==> config.mk <==
export PLATFORM = sky130hd
export DESIGN_NAME = ordered_list_engine_top
export DESIGN_NICKNAME = d
export VERILOG_FILES = /design/src/sv/olist_pkg.sv /design/src/sv/ordered_list_engine_top.sv /design/src/sv/olist_ram.sv
export VERILOG_INCLUDE_DIRS = /design/src /design/src/sv
export SDC_FILE = /design/constraint.sdc
export NUM_CORES = 1
export LEC_CHECK = 0
export BUFFER_PORTS_ARGS = -buffer_cell sky130_fd_sc_hd__buf_2
export CELL_PAD_IN_SITES_DETAIL_PLACEMENT = 1
export CELL_PAD_IN_SITES_GLOBAL_PLACEMENT = 1
export CORE_ASPECT_RATIO = 0.8
export CORE_MARGIN = 4
export CORE_UTILIZATION = 46
export DETAILED_ROUTE_END_ITERATION = 12
export PLACE_DENSITY = 0.78
export RECOVER_POWER = 25
export REMOVE_ABC_BUFFERS = 1
export SYNTH_ARGS = -nofsm -noshare
export SYNTH_HDL_FRONTEND = slang
export SYNTH_SLANG_ARGS = --single-unit
==> constraint.sdc <==
create_clock -name clk -period 4 [get_ports clk]
set_clock_uncertainty 0.2 [all_clocks]
set_input_delay 0.6 -clock clk [delete_from_list [all_inputs] [get_ports clk]]
set_output_delay 0.6 -clock clk [all_outputs]
set_load 0.1 [all_outputs]
==> src/sv/assert_macros.svh <==
// ----------------------------------------------------------------------------
// Assertion macros
// Clocked assertion helpers shared by the RTL; compiled out by NO_ASSERTIONS.
// ----------------------------------------------------------------------------
`ifndef ASSERT_MACROS_SVH
`define ASSERT_MACROS_SVH

`ifndef NO_ASSERTIONS

`define ASSERT_ALWAYS(lbl, clk, rst_n, prop) \
    lbl: assert property (@(posedge clk) disable iff (!rst_n) (prop)) \
        else $error("assertion failed");

`define ASSERT_IMPLY(lbl, clk, rst_n, ante, cons) \
    lbl: assert property (@(posedge clk) disable iff (!rst_n) (ante) |-> (cons)) \
        else $error("assertion failed");

`define ASSERT_NEXT(lbl, clk, rst_n, ante, cons) \
    lbl: assert property (@(posedge clk) disable iff (!rst_n) (ante) |=> (cons)) \
        else $error("assertion failed");

`else

`define ASSERT_ALWAYS(lbl, clk, rst_n, prop)
`define ASSERT_IMPLY(lbl, clk, rst_n, ante, cons)
`define ASSERT_NEXT(lbl, clk, rst_n, ante, cons)

`endif

`endif

==> src/sv/olist_pkg.sv <==
// ----------------------------------------------------------------------------
// olist_pkg
// Field widths, command and status codes, and sequencer states of the list.
// ----------------------------------------------------------------------------
package olist_pkg;

    localparam int COMMAND_W  = 2;
    localparam int POSITION_W = 5;
    localparam int VALUE_W    = 32;
    localparam int STATUS_W   = 2;
    localparam int FOUND_W    = 4;
    localparam int LENGTH_W   = 5;

    localparam logic [COMMAND_W-1:0] CMD_INSERT    = 2'd0;
    localparam logic [COMMAND_W-1:0] CMD_REMOVE_AT = 2'd1;
    localparam logic [COMMAND_W-1:0] CMD_REMOVE_EQ = 2'd2;

    localparam logic [STATUS_W-1:0] ST_OK       = 2'd0;
    localparam logic [STATUS_W-1:0] ST_BAD      = 2'd1;
    localparam logic [STATUS_W-1:0] ST_NOTFOUND = 2'd2;
    localparam logic [STATUS_W-1:0] ST_FULL     = 2'd3;

    typedef enum logic [6:0]
    {
        S_IDLE     = 7'b0000001,
        S_DECIDE   = 7'b0000010,
        S_SCAN     = 7'b0000100,
        S_SHIFT_UP = 7'b0001000,
        S_SHIFT_DN = 7'b0010000,
        S_PUT      = 7'b0100000,
        S_DONE     = 7'b1000000
    } state_t;

endpackage

==> src/sv/ordered_list_engine_top.sv <==
// A rejected command goes from S_DECIDE straight to S_DONE with its status.
// Insert at p shifts entries p..length-1 up (S_SHIFT_UP), then writes at p (S_PUT);
// remove reads p or scans from 0 for a match, then shifts any later entries down.
// One transaction at a time, one RAM read and one RAM write per cycle;
// the next command is taken the cycle after the result is taken.
// Reset (rst_n, async, active low) empties the list; RAM contents are not cleared.
// ----------------------------------------------------------------------------
// ordered_list_engine_top
// Bounded ordered list with positional insert/remove and remove-by-value,
// run by a small sequencer over one RAM that shifts entries one per cycle.
// ----------------------------------------------------------------------------
`include "assert_macros.svh"

module ordered_list_engine_top
    import olist_pkg::*;
#(
    parameter int CAPACITY = 16
)
(
    input  logic                       clk,
    input  logic                       rst_n,
    input  logic                       cmd_valid,
    output logic                       cmd_stall,
    input  logic [COMMAND_W-1:0]       command,
    input  logic [POSITION_W-1:0]      position,
    input  logic signed [VALUE_W-1:0]  value,
    output logic                       rsp_valid,
    input  logic                       rsp_stall,
    output logic [STATUS_W-1:0]        status,
    output logic signed [VALUE_W-1:0]  removed_value,
    output logic [FOUND_W-1:0]         found_position,
    output logic [LENGTH_W-1:0]        list_length
);

    localparam int IDX_W = (CAPACITY > 1) ? $clog2(CAPACITY) : 1;
    localparam int CNT_W = $clog2(CAPACITY + 1);
    localparam int EXT_W = ((CNT_W > POSITION_W) ? CNT_W : POSITION_W) + 1;
    localparam logic [EXT_W-1:0] CAP_EXT = EXT_W'(CAPACITY);

    state_t                 state_reg, state_next;
    logic [CNT_W-1:0]       count_reg, count_next;
    logic [IDX_W-1:0]       idx_reg, idx_next;
    logic [COMMAND_W-1:0]   cmd_reg;
    logic [POSITION_W-1:0]  pos_reg;
    logic [VALUE_W-1:0]     val_reg;
    logic [STATUS_W-1:0]    status_reg, status_next;
    logic [VALUE_W-1:0]     rv_reg, rv_next;
    logic [IDX_W-1:0]       fp_reg, fp_next;

    logic                   ram_wr_en;
    logic [IDX_W-1:0]       ram_wr_addr;
    logic [VALUE_W-1:0]     ram_wr_data;
    logic                   ram_rd_en;
    logic [IDX_W-1:0]       ram_rd_addr;
    logic [VALUE_W-1:0]     ram_rd_data;

    logic [EXT_W-1:0]       pos_ext, cnt_ext, idx_ext;
    logic [EXT_W-1:0]       pos_p1, cnt_p1, cnt_m1, idx_p1, idx_p2, idx_m2;
    logic                   accept, scan_hit;

    assign accept  = cmd_valid && !cmd_stall;
    assign pos_ext = EXT_W'(pos_reg);
    assign cnt_ext = EXT_W'(count_reg);
    assign idx_ext = EXT_W'(idx_reg);
    assign pos_p1  = pos_ext + EXT_W'(1);
    assign cnt_p1  = cnt_ext + EXT_W'(1);
    assign cnt_m1  = cnt_ext - EXT_W'(1);
    assign idx_p1  = idx_ext + EXT_W'(1);
    assign idx_p2  = idx_ext + EXT_W'(2);
    assign idx_m2  = idx_ext - EXT_W'(2);
    assign scan_hit = (cmd_reg == CMD_REMOVE_AT) || (ram_rd_data == val_reg);

    olist_ram
    #(
        .WIDTH (VALUE_W),
        .DEPTH (CAPACITY)
    )
    u_store
    (
        .clk     (clk),
        .wr_en   (ram_wr_en),
        .wr_addr (ram_wr_addr),
        .wr_data (ram_wr_data),
        .rd_en   (ram_rd_en),
        .rd_addr (ram_rd_addr),
        .rd_data (ram_rd_data)
    );

    always_comb
    begin
        state_next  = state_reg;
        count_next  = count_reg;
        idx_next    = idx_reg;
        status_next = status_reg;
        rv_next     = rv_reg;
        fp_next     = fp_reg;
        ram_wr_en   = 1'b0;
        ram_wr_addr = idx_reg;
        ram_wr_data = ram_rd_data;
        ram_rd_en   = 1'b0;
        ram_rd_addr = idx_reg;

        case (state_reg)
            S_IDLE:
            begin
                if (accept)
                begin
                    state_next = S_DECIDE;
                end
            end

            S_DECIDE:
            begin
                status_next = ST_OK;
                rv_next     = '0;
                fp_next     = '0;
                state_next  = S_DONE;
                case (cmd_reg)
                    CMD_INSERT:
                    begin
                        if (pos_ext > cnt_ext)
                        begin
                            status_next = ST_BAD;
                        end
                        else if (cnt_ext >= CAP_EXT)
                        begin
                            status_next = ST_FULL;
                        end
                        else if (pos_ext == cnt_ext)
                        begin
                            state_next = S_PUT;
                        end
                        else
                        begin
                            ram_rd_en   = 1'b1;
                            ram_rd_addr = cnt_m1[IDX_W-1:0];
                            idx_next    = count_reg[IDX_W-1:0];
                            state_next  = S_SHIFT_UP;
                        end
                    end
                    CMD_REMOVE_AT:
                    begin
                        if (pos_ext >= cnt_ext)
                        begin
                            status_next = ST_BAD;
                        end
                        else
                        begin
                            ram_rd_en   = 1'b1;
                            ram_rd_addr = pos_ext[IDX_W-1:0];
                            idx_next    = pos_ext[IDX_W-1:0];
                            state_next  = S_SCAN;
                        end
                    end
                    CMD_REMOVE_EQ:
                    begin
                        if (count_reg == '0)
                        begin
                            status_next = ST_BAD;
                        end
                        else
                        begin
                            ram_rd_en   = 1'b1;
                            ram_rd_addr = '0;
                            idx_next    = '0;
                            state_next  = S_SCAN;
                        end
                    end
                    default:
                    begin
                        status_next = ST_BAD;
                    end
                endcase
            end

            S_SCAN:
            begin
                if (scan_hit)
                begin
                    rv_next = ram_rd_data;
                    fp_next = idx_reg;
                    if (idx_p1 == cnt_ext)
                    begin
                        count_next = cnt_m1[CNT_W-1:0];
                        state_next = S_DONE;
                    end
                    else
                    begin
                        ram_rd_en   = 1'b1;
                        ram_rd_addr = idx_p1[IDX_W-1:0];
                        state_next  = S_SHIFT_DN;
                    end
                end
                else if (idx_p1 == cnt_ext)
                begin
                    status_next = ST_NOTFOUND;
                    state_next  = S_DONE;
                end
                else
                begin
                    ram_rd_en   = 1'b1;
                    ram_rd_addr = idx_p1[IDX_W-1:0];
                    idx_next    = idx_p1[IDX_W-1:0];
                end
            end

            S_SHIFT_DN:
            begin
                ram_wr_en = 1'b1;
                if (idx_p2 == cnt_ext)
                begin
                    count_next = cnt_m1[CNT_W-1:0];
                    state_next = S_DONE;
                end
                else
                begin
                    ram_rd_en   = 1'b1;
                    ram_rd_addr = idx_p2[IDX_W-1:0];
                    idx_next    = idx_p1[IDX_W-1:0];
                end
            end

            S_SHIFT_UP:
            begin
                ram_wr_en = 1'b1;
                if (idx_ext == pos_p1)
                begin
                    state_next = S_PUT;
                end
                else
                begin
                    ram_rd_en   = 1'b1;
                    ram_rd_addr = idx_m2[IDX_W-1:0];
                    idx_next    = idx_m2[IDX_W-1:0] + IDX_W'(1);
                end
            end

            S_PUT:
            begin
                ram_wr_en   = 1'b1;
                ram_wr_addr = pos_ext[IDX_W-1:0];
                ram_wr_data = val_reg;
                count_next  = cnt_p1[CNT_W-1:0];
                state_next  = S_DONE;
            end

            S_DONE:
            begin
                if (!rsp_stall)
                begin
                    state_next = S_IDLE;
                end
            end

            default:
            begin
                state_next = S_IDLE;
            end
        endcase
    end

    always_ff @(posedge clk or negedge rst_n)
    begin
        if (!rst_n)
        begin
            state_reg <= S_IDLE;
            count_reg <= '0;
        end
        else
        begin
            state_reg <= state_next;
            count_reg <= count_next;
        end
    end

    always_ff @(posedge clk)
    begin
        if (accept)
        begin
            cmd_reg <= command;
            pos_reg <= position;
            val_reg <= value;
        end
        idx_reg    <= idx_next;
        status_reg <= status_next;
        rv_reg     <= rv_next;
        fp_reg     <= fp_next;
    end

    assign cmd_stall      = (state_reg != S_IDLE);
    assign rsp_valid      = (state_reg == S_DONE);
    assign status         = status_reg;
    assign removed_value  = rv_reg;
    assign found_position = FOUND_W'(fp_reg);
    assign list_length    = LENGTH_W'(count_reg);

    `ASSERT_ALWAYS(a_count_bound, clk, rst_n, EXT_W'(count_reg) <= CAP_EXT)
    `ASSERT_NEXT(a_accept_decide, clk, rst_n, accept, state_reg == S_DECIDE)
    `ASSERT_IMPLY(a_fail_zero, clk, rst_n, rsp_valid && (status != ST_OK), (rv_reg == '0) && (fp_reg == '0))
    `ASSERT_IMPLY(a_full_count, clk, rst_n, rsp_valid && (status == ST_FULL), EXT_W'(count_reg) == CAP_EXT)
    `ASSERT_IMPLY(a_write_states, clk, rst_n, ram_wr_en, (state_reg == S_SHIFT_UP) || (state_reg == S_SHIFT_DN) || (state_reg == S_PUT))

endmodule

==> src/sv/olist_ram.sv <==
// ----------------------------------------------------------------------------
// olist_ram
// Generic single-write, single-read RAM with registered read data.
// ----------------------------------------------------------------------------
module olist_ram
#(
    parameter int WIDTH = 32,
    parameter int DEPTH = 16
)
(
    input  logic                                   clk,
    input  logic                                   wr_en,
    input  logic [((DEPTH > 1) ? $clog2(DEPTH) : 1)-1:0] wr_addr,
    input  logic [WIDTH-1:0]                       wr_data,
    input  logic                                   rd_en,
    input  logic [((DEPTH > 1) ? $clog2(DEPTH) : 1)-1:0] rd_addr,
    output logic [WIDTH-1:0]                       rd_data
);

    logic [WIDTH-1:0] mem [DEPTH];

    always_ff @(posedge clk)
    begin
        if (wr_en)
        begin
            mem[wr_addr] <= wr_data;
        end
        if (rd_en)
        begin
            rd_data <= mem[rd_addr];
        end
    end

endmodule
==> flow_metrics.tcl <==
set metrics [dict create \
    status "finished, violations left" \
    failed_checks "max-slew violations" \
    synth.yosys.seq_area_share 0.563 \
    gpl.final_weighted_congestion 0.905 \
    initial_core_util 0.467 \
    p_leak_nw 13.2 \
    hold_path_class "in2reg" \
    hold_path.startpoint "rsp_stall" \
    first_pass_grt_wire_length_mm 187 \
    synth-seq-cells 637 \
    slew_headroom -0.0183 \
    postRouteAntennaNets 0 \
    clock_tree_from_tritoncts "built" \
    cts-root-buf "sky130_fd_sc_hd__clkbuf_16" \
    reg2reg_slack_ps 7 \
    antenna_violations_before_repair 1 \
    pin_count_of_the_biggest_net_entering_global_routing 284 \
    layout.cells.most_common_list "625 x sky130_fd_sc_hd__edfxtp_1, 264 x sky130_fd_sc_hd__nand3_1, 258 x sky130_fd_sc_hd__and3_1" \
    worst_case_reg_to_reg_path_depth 13 \
    total_grt_overflow 0 \
    fin_crit_sh 0.998 \
    drt_first_iter_violations 4016 \
    fp.dieW_um 311 \
    place.port_buffers 87 \
    yosysTopAreaCell "sky130_fd_sc_hd__edfxtp_1" \
    worst_setup_path_endpoint "u_store.rd_data[24]" \
    grtUsageTotal 0.309 \
    worst-slew-pin-transition_ps 1530 \
    final_common_cell "sky130_fd_sc_hd__edfxtp_1" \
    dr.pass1.iters 6 \
    routedWlPerCell_um 31.1 \
    p_per_area_nw_per_um2 686 \
    syn_area_sq_um 33900 \
    finish.net_count 3121 \
    core_area_sq_um 72600 \
    synth-main-ff-cell "sky130_fd_sc_hd__edfxtp_1" \
    via_per_inst 7.12 \
    detail_route.drc_violations 0 \
    report.final.slew_viol_count 53 \
    postLayoutSetupSlackWorst_ps 6.52 \
    maximum_resistive_drop_on_vdd_mv 0.557 \
    timing.setup.critical_path_class "reg2reg" \
    floorplan.die_area_sq_um 78100 \
    regMostFlops "u_store.mem" \
    post_route_minimum_period_ps 3990 \
    ys_warn_count 0 \
    clock_sinks 637 \
    synth_top_area_share 0.554 \
    die_height_um 251 \
    synth_edf_count 625 \
    post_route_cells_drive_above_1_share 0.119 \
    critical_path.reg2reg.startpoint "pos_reg[0]" \
    number_of_global_route_vias_before_repair 29700 \
    clock_insertion_delay_worst_skew_ps 630 \
    max_clock_freq_mhz 250 \
    timing.critical_path.required_ps 4180 \
    dp_worst_setup_slack_ps -84.3 \
    crit_path_end_kind "register" \
    cts.path.max_buffers 3 \
    cts-buffers-inserted 69 \
    rsz0062_at_grt "true" \
    cts-htree-levels 3 \
    path_clk_slew_ps 60 \
    antenna-diode-count 0 \
    critPathArrivalTime_ps 4170 \
    post_synth_inst_count 3051 \
    cap_violations 0 \
    io-pin-count 88 \
    critical_path_peak_fanout 14 \
    async_sr_flop_fraction 0.0188 \
    post_synth_num_cell_types 71 \
    flow.area_growth_from_synthesis_pct 15.4 \
    synth.area.top_cells "sky130_fd_sc_hd__edfxtp_1 55%, sky130_fd_sc_hd__and3_1 4.8%, sky130_fd_sc_hd__nand3_1 4.0%" \
    route.final.wire_length_mm 126 \
    worst_r2r_endpoint "u_store.rd_data[24]" \
    n_fill_cell 7358 \
    synthesis.area_per_instance_sq_um 11.1 \
    dr_total_vias 28900 \
    placement_rows 88 \
    finalHoldViolCount 0 \
    number_of_flip_flops_under_the_largest_register_name 512 \
    finalSetupViolations 0 \
    worst_setup_path_startpoint "pos_reg[0]" \
    place.detailed.hpwl_mm 66.9 \
    finish.utilization 0.539 \
    worst_setup_path_start_kind "register" \
]
==> metal layers <==
| layer | vias up | global-route usage | part of all wire |
|---|---|---|---|
| met5 | - | 0 | 0 |
| met1 | 14800 | 0.411 | 0.39 |
| met3 | 386 | 0.0591 | 0.10 |
| li1 | 12000 | - | - |
| met4 | 0 | 0.132 | 0.045 |
| met2 | 1744 | 0.499 | 0.46 |
==> cell type report <==
| class | count | area (sq um) | area share |
|---|---|---|---|
| flip-flops and latches | 637 | 19100 | 0.488 |
| multi-input cells | 2050 | 13800 | 0.354 |
| repair buffers | 281 | 2680 | 0.0686 |
| clock buffers | 89 | 1870 | 0.0477 |
| well taps | 945 | 1180 | 0.0302 |
| clock inverters | 35 | 372 | 0.00951 |
| inverters | 21 | 82.6 | 0.00211 |
==> critical path, cell delays in order (launching register included) <==
cell	delay (ps)
sky130_fd_sc_hd__edfxtp_1	400
sky130_fd_sc_hd__inv_1	160
sky130_fd_sc_hd__ha_1	300
sky130_fd_sc_hd__nand2b_1	200
sky130_fd_sc_hd__a21o_1	210
sky130_fd_sc_hd__a211o_1	390
sky130_fd_sc_hd__a32oi_1	310
sky130_fd_sc_hd__a21oi_1	250
sky130_fd_sc_hd__a211oi_4	330
sky130_fd_sc_hd__and2b_4	300
sky130_fd_sc_hd__buf_12	220
sky130_fd_sc_hd__buf_4	160
sky130_fd_sc_hd__o21ai_0	80
sky130_fd_sc_hd__and3b_1	190
==> how the worst min path moves through the flow <==
stage / slack [ps] / end / depth (start not counted)
global route: 60 / state_reg[6] / 3
global placement: 300 / list_length[0] / 1
finish: 40 / state_reg[6] / 3
CTS: 2 / val_reg[15] / 1
floorplan: 100 / list_length[0] / 0
detailed placement: 320 / list_length[0] / 1
==> synth_stat cells (all sizes together) (35+ instances only) <==
library cell  count
xor2             40
o22ai            35
buf              44
nor2             41
clkbuf          299
and3            260
and2            164
nand2           250
o221ai          130
edfxtp          625
o21ai            84
a311oi          128
nand3           269
nand3b          129
a21oi           149
mux2i            65
a221oi          129
==> through the flow <==
| stage | total power, mW | cell area (sq um) | cells | hold slack, ps | setup TNS (ps) |
|---|---|---|---|---|---|
| global placement | 19.2 | 36100 | 3874 | 304 | -14.6 |
| finish | 26.8 | 39100 | 4058 | 36.7 | 0 |
| CTS | 26.2 | 38800 | 4041 | 2.08 | 0 |
| detailed placement | 19.6 | 36100 | 3874 | 316 | -274 |
| floorplan | 15.7 | 32500 | 2708 | 104 | -2643170 |
| global route | 27.7 | 39100 | 4058 | 55.3 | -666 |
==> logic make-up after synthesis <==
kind of cell | count (synthesis) | share of synthesized area
adders and majority gates | 18 | 0.00665
AOI/OAI and AO/OA | 718 | 0.156
buffers and inverters | 364 | 0.0425
and+or+nand+nor | 1191 | 0.197
muxes | 65 | 0.0192
DFF | 637 | 0.563
xor gates and xnor gates | 58 | 0.0158
==> timing repair <==
action                     CTS  global route
pin swaps                    1             7
hold buffers                38             0
setup buffers                5            15
gates resized for setup      4            36
hold endpoints to repair    49             0
setup endpoints to repair   18            32
gates cloned                 0             3
==> where the power goes <==
group          switching (mW)  internal (mW)
sequential              0.338           8.24
combinational            8.02           3.66
clock                    2.79           3.76
total                    11.2           15.7
No activity file was read; power rests on OpenSTA's default activity.
